$ cat src/rtl/core/dprt_pkg.sv
// Package for the dosing pump run timer.
// Holds the sizes, codes, reset values and beat structures used by all files.
// No dependencies.
package dprt_pkg;

    localparam int PUMPS     = 2;
    localparam int TIME_BITS = 24;
    localparam int CFG_W     = 24;
    localparam int CFG_IDX_W = 2;
    localparam int CNT_W     = 32;
    localparam int ACC_W     = 40;
    localparam int MASK_W    = 2;

    localparam logic [TIME_BITS-1:0] TIME_MAX = {TIME_BITS{1'b1}};
    localparam logic [CNT_W-1:0]     CNT_MAX  = {CNT_W{1'b1}};
    localparam logic [ACC_W-1:0]     ACC_MAX  = {ACC_W{1'b1}};

    localparam logic [CFG_IDX_W-1:0] CFG_ACID_MAX_RUN = 2'd0;
    localparam logic [CFG_IDX_W-1:0] CFG_BASE_MAX_RUN = 2'd1;
    localparam logic [CFG_IDX_W-1:0] CFG_ACID_MIN_OFF = 2'd2;
    localparam logic [CFG_IDX_W-1:0] CFG_BASE_MIN_OFF = 2'd3;

    localparam logic [CFG_W-1:0] MAX_RUN_RST = 24'd10000;
    localparam logic [CFG_W-1:0] MIN_OFF_RST = 24'd5000;

    localparam logic [1:0] LVL_STOP = 2'd0;
    localparam logic [1:0] LVL_MAX  = 2'd1;

    typedef enum logic [2:0] {
        OP_TICK  = 3'd0,
        OP_RUN   = 3'd1,
        OP_STOP  = 3'd2,
        OP_LEVEL = 3'd3,
        OP_ESTOP = 3'd4,
        OP_QUERY = 3'd5
    } t_op;

    typedef enum logic [1:0] {
        PH_OFF  = 2'd0,
        PH_ON   = 2'd1,
        PH_COOL = 2'd2,
        PH_ERR  = 2'd3
    } t_phase;

    typedef enum logic [1:0] {
        ST_OK    = 2'd0,
        ST_ARG   = 2'd1,
        ST_STATE = 2'd2
    } t_status;

    typedef struct packed {
        logic [2:0]  operation;
        logic [1:0]  pump;
        logic [23:0] run_duration;
        logic [1:0]  requested_level;
    } t_cmd;

    typedef struct packed {
        logic [1:0]        status;
        logic [1:0]        reported_phase;
        logic              running;
        logic [CNT_W-1:0]  run_count;
        logic [ACC_W-1:0]  total_run_ms;
        logic [MASK_W-1:0] pump_drive;
        logic [MASK_W-1:0] stopped_mask;
    } t_rsp;

endpackage

$ cat src/rtl/core/dprt_cmd_if.sv
// Command channel of the dosing pump run timer: valid, ready and one request beat.
// Depends on dprt_pkg.
interface dprt_cmd_if import dprt_pkg::*; ();
    logic        valid;
    logic        ready;
    logic [2:0]  operation;
    logic [1:0]  pump;
    logic [23:0] run_duration;
    logic [1:0]  requested_level;

    modport source (output valid, operation, pump, run_duration, requested_level,
                    input ready);
    modport sink   (input valid, operation, pump, run_duration, requested_level,
                    output ready);
endinterface

$ cat src/rtl/core/dprt_rsp_if.sv
// Result channel of the dosing pump run timer: valid, ready and one result beat.
// Depends on dprt_pkg.
interface dprt_rsp_if import dprt_pkg::*; ();
    logic              valid;
    logic              ready;
    logic [1:0]        status;
    logic [1:0]        reported_phase;
    logic              running;
    logic [CNT_W-1:0]  run_count;
    logic [ACC_W-1:0]  total_run_ms;
    logic [MASK_W-1:0] pump_drive;
    logic [MASK_W-1:0] stopped_mask;

    modport source (output valid, status, reported_phase, running, run_count,
                    total_run_ms, pump_drive, stopped_mask, input ready);
    modport sink   (input valid, status, reported_phase, running, run_count,
                    total_run_ms, pump_drive, stopped_mask, output ready);
endinterface

$ cat src/rtl/core/dosing_pump_run_timer_top.sv
// Top level of the dosing pump run timer: command register, per-pump state and result register.
// Depends on dprt_pkg, dprt_cmd_if and dprt_rsp_if.
//
//   Channel   Direction  Handshake          Beat
//   i_cmd     in         valid / ready      operation, pump, run_duration, requested_level
//   o_rsp     out        valid / ready      status, phase, running, counts, drive, stopped
//   i_cfg_*   in         write enable only  register index, 24-bit data
//
// A command accepted into the command register is resolved once the result register is empty or
// being read, when the pump state and the result register update together.
// One command is accepted per cycle while no stalled result blocks it.
// A stalled result holds in the result register while one more command waits behind it.
// Synchronous active-low reset turns all pumps off, clears counters and loads default limits.
module dosing_pump_run_timer_top import dprt_pkg::*; (
    input  logic                 i_clk,
    input  logic                 i_rst_n,
    dprt_cmd_if.sink             i_cmd,
    dprt_rsp_if.source           o_rsp,
    input  logic                 i_cfg_we,
    input  logic [CFG_IDX_W-1:0] i_cfg_index,
    input  logic [CFG_W-1:0]     i_cfg_data
);

    logic [CFG_W-1:0] r_acid_max;
    logic [CFG_W-1:0] r_base_max;
    logic [CFG_W-1:0] r_acid_off;
    logic [CFG_W-1:0] r_base_off;

    logic  r_cmd_valid;
    t_cmd  r_cmd;
    logic  r_rsp_valid;
    t_rsp  r_rsp;
    t_rsp  n_rsp;
    logic  fire;

    t_phase               r_phase   [PUMPS];
    logic [TIME_BITS-1:0] r_left    [PUMPS];
    logic [TIME_BITS-1:0] r_elapsed [PUMPS];
    logic [TIME_BITS-1:0] r_cool    [PUMPS];
    logic [CNT_W-1:0]     r_runs    [PUMPS];
    logic [ACC_W-1:0]     r_acc     [PUMPS];

    t_phase               n_phase   [PUMPS];
    logic [TIME_BITS-1:0] n_left    [PUMPS];
    logic [TIME_BITS-1:0] n_elapsed [PUMPS];
    logic [TIME_BITS-1:0] n_cool    [PUMPS];
    logic [CNT_W-1:0]     n_runs    [PUMPS];
    logic [ACC_W-1:0]     n_acc     [PUMPS];

    logic [PUMPS-1:0]     hit;
    logic [PUMPS-1:0]     halt_now;
    logic [PUMPS-1:0]     drive;
    logic [PUMPS-1:0]     stopped;
    logic [TIME_BITS-1:0] el_inc    [PUMPS];
    logic [TIME_BITS-1:0] halt_el   [PUMPS];
    logic [TIME_BITS-1:0] max_of    [PUMPS];
    logic [TIME_BITS-1:0] off_of    [PUMPS];
    logic [ACC_W:0]       acc_sum   [PUMPS];

    logic                 pump_ok;
    t_phase               sel_phase;
    logic [TIME_BITS-1:0] sel_cool;
    logic [TIME_BITS-1:0] sel_max;
    logic [TIME_BITS-1:0] start_dur;
    logic [TIME_BITS-1:0] clamp_dur;
    logic                 want_start;
    logic                 do_start;
    t_status              start_st;
    t_status              status;

    assign fire        = r_cmd_valid && (!r_rsp_valid || o_rsp.ready);
    assign i_cmd.ready = !r_cmd_valid || fire;
    assign pump_ok     = int'(r_cmd.pump) < PUMPS;

    always_comb begin
        sel_phase = PH_OFF;
        sel_cool  = '0;
        sel_max   = '0;
        for (int i = 0; i < PUMPS; i++) begin
            hit[i]    = int'(r_cmd.pump) == i;
            max_of[i] = TIME_BITS'((i == 0) ? r_acid_max : r_base_max);
            off_of[i] = TIME_BITS'((i == 0) ? r_acid_off : r_base_off);
            if (hit[i]) begin
                sel_phase = r_phase[i];
                sel_cool  = r_cool[i];
                sel_max   = max_of[i];
            end
        end
    end

    always_comb begin
        start_dur  = (r_cmd.operation == OP_RUN) ? TIME_BITS'(r_cmd.run_duration) : sel_max;
        clamp_dur  = (start_dur > sel_max) ? sel_max : start_dur;
        want_start = pump_ok && ((r_cmd.operation == OP_RUN)
                     || (r_cmd.operation == OP_LEVEL && r_cmd.requested_level == LVL_MAX));
        if (start_dur == '0) begin
            start_st = ST_ARG;
        end else if (sel_phase == PH_COOL && sel_cool != '0) begin
            start_st = ST_STATE;
        end else if (sel_phase == PH_ON) begin
            start_st = ST_STATE;
        end else begin
            start_st = ST_OK;
        end
        do_start = fire && want_start && start_st == ST_OK;

        status = ST_OK;
        case (r_cmd.operation)
            OP_TICK, OP_ESTOP: begin
                status = ST_OK;
            end
            OP_RUN: begin
                status = pump_ok ? start_st : ST_ARG;
            end
            OP_STOP, OP_QUERY: begin
                status = pump_ok ? ST_OK : ST_ARG;
            end
            OP_LEVEL: begin
                if (!pump_ok) begin
                    status = ST_ARG;
                end else if (r_cmd.requested_level == LVL_STOP) begin
                    status = ST_OK;
                end else if (r_cmd.requested_level == LVL_MAX) begin
                    status = start_st;
                end else begin
                    status = ST_ARG;
                end
            end
            default: begin
                status = ST_ARG;
            end
        endcase
    end

    always_comb begin
        for (int i = 0; i < PUMPS; i++) begin
            n_phase[i]   = r_phase[i];
            n_left[i]    = r_left[i];
            n_elapsed[i] = r_elapsed[i];
            n_cool[i]    = r_cool[i];
            n_runs[i]    = r_runs[i];
            n_acc[i]     = r_acc[i];
            halt_now[i]  = 1'b0;
            el_inc[i]    = (r_elapsed[i] == TIME_MAX) ? r_elapsed[i]
                           : r_elapsed[i] + TIME_BITS'(1);
            halt_el[i]   = r_elapsed[i];
            if (fire) begin
                case (r_cmd.operation)
                    OP_TICK: begin
                        if (r_phase[i] == PH_ON) begin
                            if (r_left[i] <= TIME_BITS'(1)) begin
                                halt_now[i] = 1'b1;
                                halt_el[i]  = el_inc[i];
                            end else begin
                                n_left[i]    = r_left[i] - TIME_BITS'(1);
                                n_elapsed[i] = el_inc[i];
                            end
                        end else if (r_phase[i] == PH_COOL) begin
                            if (r_cool[i] != '0) begin
                                n_cool[i] = r_cool[i] - TIME_BITS'(1);
                            end
                            if (r_cool[i] <= TIME_BITS'(1)) begin
                                n_phase[i] = PH_OFF;
                            end
                        end
                    end
                    OP_ESTOP: begin
                        halt_now[i] = r_phase[i] == PH_ON;
                    end
                    OP_STOP: begin
                        halt_now[i] = pump_ok && hit[i] && r_phase[i] == PH_ON;
                    end
                    OP_LEVEL: begin
                        halt_now[i] = pump_ok && hit[i] && r_phase[i] == PH_ON
                                      && r_cmd.requested_level == LVL_STOP;
                    end
                    default: begin
                        halt_now[i] = 1'b0;
                    end
                endcase
            end
            if (do_start && hit[i]) begin
                n_phase[i]   = PH_ON;
                n_left[i]    = clamp_dur;
                n_elapsed[i] = '0;
                n_cool[i]    = '0;
            end
            acc_sum[i] = {1'b0, r_acc[i]} + (ACC_W + 1)'(halt_el[i]);
            if (halt_now[i]) begin
                n_runs[i]    = (r_runs[i] == CNT_MAX) ? r_runs[i] : r_runs[i] + CNT_W'(1);
                n_acc[i]     = acc_sum[i][ACC_W] ? ACC_MAX : acc_sum[i][ACC_W-1:0];
                n_left[i]    = '0;
                n_elapsed[i] = '0;
                n_cool[i]    = off_of[i];
                n_phase[i]   = (off_of[i] != '0) ? PH_COOL : PH_OFF;
            end
            drive[i]   = n_phase[i] == PH_ON;
            stopped[i] = halt_now[i];
        end
    end

    always_comb begin
        n_rsp                = '0;
        n_rsp.status         = status;
        n_rsp.reported_phase = PH_ERR;
        for (int i = 0; i < PUMPS; i++) begin
            if (pump_ok && hit[i]) begin
                n_rsp.reported_phase = n_phase[i];
                n_rsp.running        = n_phase[i] == PH_ON;
                n_rsp.run_count      = n_runs[i];
                n_rsp.total_run_ms   = n_acc[i];
            end
        end
        for (int b = 0; b < MASK_W; b++) begin
            if (b < PUMPS) begin
                n_rsp.pump_drive[b]   = drive[b];
                n_rsp.stopped_mask[b] = stopped[b];
            end
        end
    end

    always_ff @(posedge i_clk) begin
        if (!i_rst_n) begin
            r_acid_max  <= MAX_RUN_RST;
            r_base_max  <= MAX_RUN_RST;
            r_acid_off  <= MIN_OFF_RST;
            r_base_off  <= MIN_OFF_RST;
            r_cmd_valid <= 1'b0;
            r_rsp_valid <= 1'b0;
            for (int i = 0; i < PUMPS; i++) begin
                r_phase[i]   <= PH_OFF;
                r_left[i]    <= '0;
                r_elapsed[i] <= '0;
                r_cool[i]    <= '0;
                r_runs[i]    <= '0;
                r_acc[i]     <= '0;
            end
        end else begin
            if (i_cfg_we) begin
                case (i_cfg_index)
                    CFG_ACID_MAX_RUN: begin
                        r_acid_max <= i_cfg_data;
                    end
                    CFG_BASE_MAX_RUN: begin
                        r_base_max <= i_cfg_data;
                    end
                    CFG_ACID_MIN_OFF: begin
                        r_acid_off <= i_cfg_data;
                    end
                    CFG_BASE_MIN_OFF: begin
                        r_base_off <= i_cfg_data;
                    end
                    default: begin
                        r_base_off <= r_base_off;
                    end
                endcase
            end
            if (i_cmd.valid && i_cmd.ready) begin
                r_cmd_valid <= 1'b1;
            end else if (fire) begin
                r_cmd_valid <= 1'b0;
            end
            if (fire) begin
                r_rsp_valid <= 1'b1;
            end else if (o_rsp.ready) begin
                r_rsp_valid <= 1'b0;
            end
            if (fire) begin
                for (int i = 0; i < PUMPS; i++) begin
                    r_phase[i]   <= n_phase[i];
                    r_left[i]    <= n_left[i];
                    r_elapsed[i] <= n_elapsed[i];
                    r_cool[i]    <= n_cool[i];
                    r_runs[i]    <= n_runs[i];
                    r_acc[i]     <= n_acc[i];
                end
            end
        end
    end

    always_ff @(posedge i_clk) begin
        if (i_cmd.valid && i_cmd.ready) begin
            r_cmd.operation       <= i_cmd.operation;
            r_cmd.pump            <= i_cmd.pump;
            r_cmd.run_duration    <= i_cmd.run_duration;
            r_cmd.requested_level <= i_cmd.requested_level;
        end
        if (fire) begin
            r_rsp <= n_rsp;
        end
    end

    assign o_rsp.valid          = r_rsp_valid;
    assign o_rsp.status         = r_rsp.status;
    assign o_rsp.reported_phase = r_rsp.reported_phase;
    assign o_rsp.running        = r_rsp.running;
    assign o_rsp.run_count      = r_rsp.run_count;
    assign o_rsp.total_run_ms   = r_rsp.total_run_ms;
    assign o_rsp.pump_drive     = r_rsp.pump_drive;
    assign o_rsp.stopped_mask   = r_rsp.stopped_mask;

    // A pump stopped by a command is never reported as driven by the same beat.
    a_stop_not_driven: assert property (@(posedge i_clk) disable iff (!i_rst_n)
        fire |=> ((r_rsp.stopped_mask & r_rsp.pump_drive) == '0))
        else $error("stopped pump still driven");

    // Running must agree with the reported phase.
    a_running_phase: assert property (@(posedge i_clk) disable iff (!i_rst_n)
        r_rsp_valid |-> (r_rsp.running == (r_rsp.reported_phase == PH_ON)))
        else $error("running flag disagrees with phase");

    for (genvar g = 0; g < PUMPS; g++) begin : g_chk
        // A pump in cooldown always has lockout time left.
        a_cool_left: assert property (@(posedge i_clk) disable iff (!i_rst_n)
            (r_phase[g] == PH_COOL) |-> (r_cool[g] != '0))
            else $error("cooldown without time left");

        // Pump state changes only when a command is resolved.
        a_state_hold: assert property (@(posedge i_clk) disable iff (!i_rst_n)
            !fire |=> ($stable(r_phase[g]) && $stable(r_runs[g]) && $stable(r_acc[g])))
            else $error("pump state changed without a command");
    end

endmodule
$ cat src/flat_wrapper.sv
// flat-port wrapper written by rule: the top's interface ports become plain ports
module dosing_pump_run_timer_top_flat import dprt_pkg::*;
  (i_clk, i_rst_n, i_cfg_we, i_cfg_index, i_cfg_data, i_cmd_valid, i_cmd_operation, i_cmd_pump, i_cmd_run_duration, i_cmd_requested_level, i_cmd_ready, o_rsp_valid, o_rsp_status, o_rsp_reported_phase, o_rsp_running, o_rsp_run_count, o_rsp_total_run_ms, o_rsp_pump_drive, o_rsp_stopped_mask, o_rsp_ready);
  dprt_cmd_if i_cmd_i ();
  dprt_rsp_if o_rsp_i ();
  input  logic i_clk;
  input  logic i_rst_n;
  input  logic i_cfg_we;
  input  logic [CFG_IDX_W-1:0] i_cfg_index;
  input  logic [CFG_W-1:0] i_cfg_data;
  input wire logic [$bits(i_cmd_i.valid)-1:0] i_cmd_valid;
  input wire logic [$bits(i_cmd_i.operation)-1:0] i_cmd_operation;
  input wire logic [$bits(i_cmd_i.pump)-1:0] i_cmd_pump;
  input wire logic [$bits(i_cmd_i.run_duration)-1:0] i_cmd_run_duration;
  input wire logic [$bits(i_cmd_i.requested_level)-1:0] i_cmd_requested_level;
  output wire logic [$bits(i_cmd_i.ready)-1:0] i_cmd_ready;
  output wire logic [$bits(o_rsp_i.valid)-1:0] o_rsp_valid;
  output wire logic [$bits(o_rsp_i.status)-1:0] o_rsp_status;
  output wire logic [$bits(o_rsp_i.reported_phase)-1:0] o_rsp_reported_phase;
  output wire logic [$bits(o_rsp_i.running)-1:0] o_rsp_running;
  output wire logic [$bits(o_rsp_i.run_count)-1:0] o_rsp_run_count;
  output wire logic [$bits(o_rsp_i.total_run_ms)-1:0] o_rsp_total_run_ms;
  output wire logic [$bits(o_rsp_i.pump_drive)-1:0] o_rsp_pump_drive;
  output wire logic [$bits(o_rsp_i.stopped_mask)-1:0] o_rsp_stopped_mask;
  input wire logic [$bits(o_rsp_i.ready)-1:0] o_rsp_ready;
  assign i_cmd_i.valid = i_cmd_valid;
  assign i_cmd_i.operation = i_cmd_operation;
  assign i_cmd_i.pump = i_cmd_pump;
  assign i_cmd_i.run_duration = i_cmd_run_duration;
  assign i_cmd_i.requested_level = i_cmd_requested_level;
  assign i_cmd_ready = i_cmd_i.ready;
  assign o_rsp_valid = o_rsp_i.valid;
  assign o_rsp_status = o_rsp_i.status;
  assign o_rsp_reported_phase = o_rsp_i.reported_phase;
  assign o_rsp_running = o_rsp_i.running;
  assign o_rsp_run_count = o_rsp_i.run_count;
  assign o_rsp_total_run_ms = o_rsp_i.total_run_ms;
  assign o_rsp_pump_drive = o_rsp_i.pump_drive;
  assign o_rsp_stopped_mask = o_rsp_i.stopped_mask;
  assign o_rsp_i.ready = o_rsp_ready;
  dosing_pump_run_timer_top u_core (.i_clk(i_clk), .i_rst_n(i_rst_n), .i_cmd(i_cmd_i), .o_rsp(o_rsp_i), .i_cfg_we(i_cfg_we), .i_cfg_index(i_cfg_index), .i_cfg_data(i_cfg_data));
endmodule
$ cat config.mk
export PLATFORM = sky130hd
export DESIGN_NAME = dosing_pump_run_timer_top_flat
export DESIGN_NICKNAME = d
export VERILOG_FILES = /design/src/rtl/core/dprt_pkg.sv /design/src/rtl/core/dprt_cmd_if.sv /design/src/rtl/core/dprt_rsp_if.sv /design/src/rtl/core/dosing_pump_run_timer_top.sv /design/src/flat_wrapper.sv
export SDC_FILE = /design/constraint.sdc
export NUM_CORES = 1
export LEC_CHECK = 0
export ABC_AREA = 1
export ABC_CLOCK_PERIOD_IN_PS = 10800
export BUFFER_PORTS_ARGS = -buffer_cell sky130_fd_sc_hd__buf_2
export CORE_ASPECT_RATIO = 2
export CORE_UTILIZATION = 35
export DETAILED_ROUTE_END_ITERATION = 8
export GPL_TIMING_DRIVEN = 0
export PLACE_DENSITY = 0.54
export SKIP_LAST_GASP = 1
export SLEW_MARGIN = 40
export SYNTH_ARGS = -nofsm -noshare
export SYNTH_HDL_FRONTEND = slang
export SYNTH_SLANG_ARGS = --single-unit
$ cat constraint.sdc
create_clock -name i_clk -period 10.8 [get_ports i_clk]
set_input_delay 0.54 -clock i_clk [delete_from_list [all_inputs] [get_ports i_clk]]
set_output_delay 0.54 -clock i_clk [all_outputs]
set_load 0.02 [all_outputs]
* After elaboration in Yosys (flattened, before gate mapping)
Memory sizes are Yosys's and may differ from the RTL's. Index checks and enable logic that the tools add are counted.
Word-level totals: bits in registers 210, bits in writable memories 292, output and inout bits 83, logic and storage cells 231, memories kept 6
Memories:
- u_core.r_acc | depth 2, bits a word 40, read ports 2, clocked after memory_dff 0, wr ports 2, line dosing_pump_run_timer_top.sv:41 | logic [ACC_W-1:0] r_acc [PUMPS];
- u_core.r_runs | depth 2, bits a word 32, read ports 2, clocked after memory_dff 0, wr ports 2, line dosing_pump_run_timer_top.sv:40 | logic [CNT_W-1:0] r_runs [PUMPS];
- u_core.r_cool | depth 2, bits a word 24, read ports 2, clocked after memory_dff 0, wr ports 2, line dosing_pump_run_timer_top.sv:39 | logic [TIME_BITS-1:0] r_cool [PUMPS];
- u_core.r_elapsed | depth 2, bits a word 24, read ports 2, clocked after memory_dff 0, wr ports 2, line dosing_pump_run_timer_top.sv:38 | logic [TIME_BITS-1:0] r_elapsed [PUMPS];
- u_core.r_left | depth 2, bits a word 24, read ports 2, clocked after memory_dff 0, wr ports 2, line dosing_pump_run_timer_top.sv:37 | logic [TIME_BITS-1:0] r_left [PUMPS];
- u_core.r_phase | depth 2, bits a word 2, read ports 2, clocked after memory_dff 0, wr ports 2, line dosing_pump_run_timer_top.sv:36 | t_phase r_phase [PUMPS];
Cells by class: $add $sub $neg 10, $lt $le $gt $ge 6, equal/unequal tests 22, mux-type cells 119, bitwise logic cells 12, reduce and logical (&&, ||, !) cells 39
Operator list (count):
- $mux W24 | 60
- $mux W40 | 6
- $mux W32 | 6
- $mux W75 | 2
- $reduce_bool A24 Y1 | 5
- $le A24 B1 Y1 const B | 4
- $sub A24 B1 Y24 const B | 4
- $add A40 B24 Y41 | 2
- $add A32 B1 Y32 const B | 2
- $eq A32 B32 Y1 const B | 2
- $mux W2 | 27
- $add A24 B1 Y24 const B | 2
- $eq A24 B24 Y1 const B | 2
- $gt A24 B24 Y1 | 1
- $logic_not A24 Y1 | 1
- $logic_and A1 B1 Y1 | 15
- $mux W1 | 15
- $eq A2 B1 Y1 const B | 7
- $eq A2 B2 Y1 const B | 6
- $or A1 B1 Y1 | 12
- $logic_not A2 Y1 | 4
- $pmux W1 S4 | 2
- $pmux W2 S4 | 1
- $reduce_and A2 Y1 | 4
- other kinds (9) | 16

* Longest topological paths before layout
depth after elaboration 15, gate-level depth with buffers 30, gate-level depth less buffers 29

* Worst setup path before layout
OpenSTA, ideal clock, no wires.
kind input-to-reg, start in i_rst_n, end mem u_core.r_elapsed[0][0], enable pin, arrival time 6553 ps, setup slack 3793 ps, cell stages on the path 5, buffers on the path 2, cell sequence clkbuf_1 -> clkbuf_1 -> nand2_1 -> o21ai_1 -> nor2_1
RTL lines:
- from (decl) | line flat_wrapper.sv:7 | input logic i_rst_n;
- to (decl) | line dosing_pump_run_timer_top.sv:38

==> impl_metrics.toml <==
[floorplanning]
die_w_um = 215
design.core.area_um2 = 90200
initial_core_util = 0.353
die_h_um = 429
io_pins = 145
rows = 156
die_area_um2 = 92200

[placed_design]
gp_congestion = 0.980
dpl-instance-area_um2 = 34300
dpl.hpwl_um = 93200
port_buffers = 143

[critical_path]
crit_path_end_kind = "flip-flop"
cp_max_fo = 10
cp_data_required_time_ns = 11.18
worstPathArrival_ns = 7.08
start_kind = "flip-flop"
worstReg2RegStart = "u_core.r_left[0][24]$_SDFFCE_PP0P_"
startpoint = "u_core.r_left[0][24]$_SDFFCE_PP0P_"
crit_type = "reg -> reg"

[sta]
finalSetupViolations = 0
fmax_ghz = 0.149
rsz0062_at_grt = "false"
skew_ns = 0.0211
worst_slew_pin_slew_ns = 0.849
period_share = 0.620
min_period_ns = 6.69
finalHoldViolCount = 0
relSlewSlack = 0.428
slew_violations = 0

[power]
powerDensity_nw_per_um2 = 139
p_leak_nw = 14.8
peakVddDrop_uv = 139

[drt]
drt-pass1-iter-count = 5
vias = 28600
viasPerCell = 5.17
drc = 0
routed_wl_um = 115000
wl_per_cell_um = 20.7
dr.first_iter.drc_count = 1452
antenna_left = 0

[clock_network]
cts_tree = "yes"
clockRootBuffer = "clkbuf_16"
clk-insertion-delay-late_ns = 0.65
cts.repair.resized = 0
cts.clk_slew.worst_paths_ns = 0.07
cts_max_path_buffers = 3
cts_made_buffers = 50
h-tree-depth = 2
post_cts_buffers = 0
cts_hold_buffers = 0
cts.sinks = 502

[hold_path]
hp-start = "i_cmd_pump[0]"
min_path_type = "in -> reg"

[synth]
synthesis.nets = 4249
synth_cell_types = 53
syn-cell-area_um2 = 31800
synth-async-reset-ratio = 0
synth_edf_count = 404
synth_ff_type = "edfxtp_1"
avgSynthCellArea_um2 = 7.77
ys_seq_elements = 502
ys_seq_area_frac = 0.443
synth_cells = 4100
yosys_warnings = 0

[final_layout]
drive_gt1_frac = 0.0938
utilization = 0.400
antenna_cells = 0
multi_input_area_um2 = 15400
final_cell_area_um2 = 36100
fill_cells = 9641
ff_latch_area_um2 = 14100
syn_to_final_growth_pct = 13.3
fin_nets = 4456

[run_status]
status = "finished clean"

[grt]
grt_pass1_vias = 29400
antenna_found_initial = 2
gr-usage-all-layers = 0.247
grt_pass1_wl_um = 171000
grt_overflow = 0
grt_max_degree = 47

[job]
max_cap_viol_count = 0
through the flow:
| step | hold WS (ns) | worst slack (ns) | std cells | TNS (ns) | total power [mW] |
|---|---|---|---|---|---|
| CTS | 0.0295 | 4.24 | 5533 | 0 | 5.07 |
| floorplan | 0.429 | 3.79 | 4100 | 0 | 2.89 |
| detailed placement | 0.447 | 4.30 | 5440 | 0 | 3.19 |
| global placement | 0.440 | -0.652 | 5428 | -34.41 | 3.18 |
| global route | 0.0441 | 3.80 | 5533 | 0 | 5.22 |
| finish | 0.0615 | 4.11 | 5533 | 0 | 5.03 |
flip-flops by register name, summed over array words and instances, names as in the netlist:
name	count
u_core.r_phase	4
u_core.o_rsp.reported_phase	2
u_core.o_rsp.status	2
u_core.o_rsp.pump_drive	2
u_core.r_cmd_valid	1
u_core.r_runs	64
u_core.r_acid_off	24
u_core.r_elapsed	48
u_core.o_rsp.running	1
u_core.r_acc	80
u_core.r_base_max	24
u_core.o_rsp.total_run_ms	40
u_core.r_cmd	31
u_core.r_acid_max	24
u_core.r_cool	48
u_core.o_rsp.valid	1
u_core.o_rsp.stopped_mask	2
u_core.o_rsp.run_count	32
u_core.r_left	48
u_core.r_base_off	24
critical path: stages, from the launching register on:
cell,delay [ns]
edfxtp_1,0.47
inv_1,0.24
ha_1,0.24
nand2_1,0.13
nor2_4,0.15
nand2_1,0.11
a21oi_2,0.26
nand2_1,0.13
nor2_1,0.54
inv_2,0.25
clkbuf_1,0.36
o21ai_0,0.37
ha_1,0.25
inv_1,0.06
fa_1,0.39
nand3b_1,0.17
nand2_1,0.22
nand2_1,0.09
nand3_1,0.25
nand2_1,0.16
nand3_1,0.26
nand2_1,0.19
nand2_1,0.12
clkbuf_1,0.35
o22ai_1,0.22
o21ai_0,0.43
layout make-up:
class | instances | area share
plain buffers | 140 | 0.0191
clock buffers | 64 | 0.0385
clock inverters | 29 | 0.00885
inverters | 464 | 0.0484
multi-input cells | 2994 | 0.426
flip-flops and latches | 502 | 0.391
well taps | 1185 | 0.0411
repair buffers | 155 | 0.0268
routing by layer:
metal / up-vias / routed length, um / global-route usage
li1: 14100 / - / -
met2: 792 / 61400 / 0.474
met1: 13400 / 39300 / 0.235
met3: 347 / 3970 / 0.0257
met5: - / 11 / 0
met4: 2 / 9960 / 0.192
cells in the mapped netlist, types with 17 or more instances:
cell	count	area, um2
edfxtp_1	404	12100
nor2_1	572	2150
o21a_1	17	128
nor3_1	94	470
nand4_1	75	469
dfxtp_1	98	1960
xor2_1	148	1300
o22ai_2	22	275
a21oi_1	171	856
ha_1	85	1060
xnor2_1	53	464
buf_2	32	160
nor4_1	27	169
o22ai_1	53	332
clkbuf_1	81	304
nand2_1	914	3430
nand3_1	268	1340
inv_1	452	1700
or2_2	36	225
o21ai_0	324	1620
power by group:
part	internal (mW)	total (mW)	switching, mW
registers	2.23	2.34	0.103
clock network	1.02	1.88	0.856
logic	0.255	0.817	0.562
cell families (layout without fill, tap and decap cells):
family                     after synthesis  count (layout)  synth area share
buffers and inverters                  604             852            0.0763
DFF                                    502             502             0.443
and+or+nand+nor                       2035            2035             0.271
xor gates and xnor gates               201             201            0.0553
muxes                                    1               1          0.000314
AOI/OAI and AO/OA                      670             670             0.120
adders and majority gates               87              87            0.0347
cell usage in the layout, fill, tap and decap left out, types with 11 or more instances in the layout:
master	instances
o22ai_1	53
nor4_1	24
nand3_1	268
or2_2	36
nand3b_1	11
xor2_1	148
buf_6	12
xnor2_1	53
o21bai_1	11
nand4_1	75
o21ai_1	13
inv_1	451
o21a_1	17
o22ai_2	22
a21oi_1	171
o21ai_0	323
nand2_1	913
edfxtp_1	404
o211ai_1	12
ha_1	85
dfxtp_1	98
clkbuf_16	51
buf_2	175
nor2_1	567
a31oi_1	15
nor3_1	94
clkbuf_1	84
path summary, 6_finish.rpt:
path / to / slack, ns / cells past startpoint
min: u_core.r_cmd[26]$_DFFE_PP_ / 0.06 / 1
max reg2reg: u_core.o_rsp.total_run_ms[13]$_DFFE_PP_ / 4.11 / 25
max: u_core.o_rsp.total_run_ms[13]$_DFFE_PP_ / 4.11 / 25
min reg2reg: u_core.r_acid_max[17]$_SDFFE_PN0P_ / 0.46 / 2
Note: power is estimated with default switching activity, not from simulation.
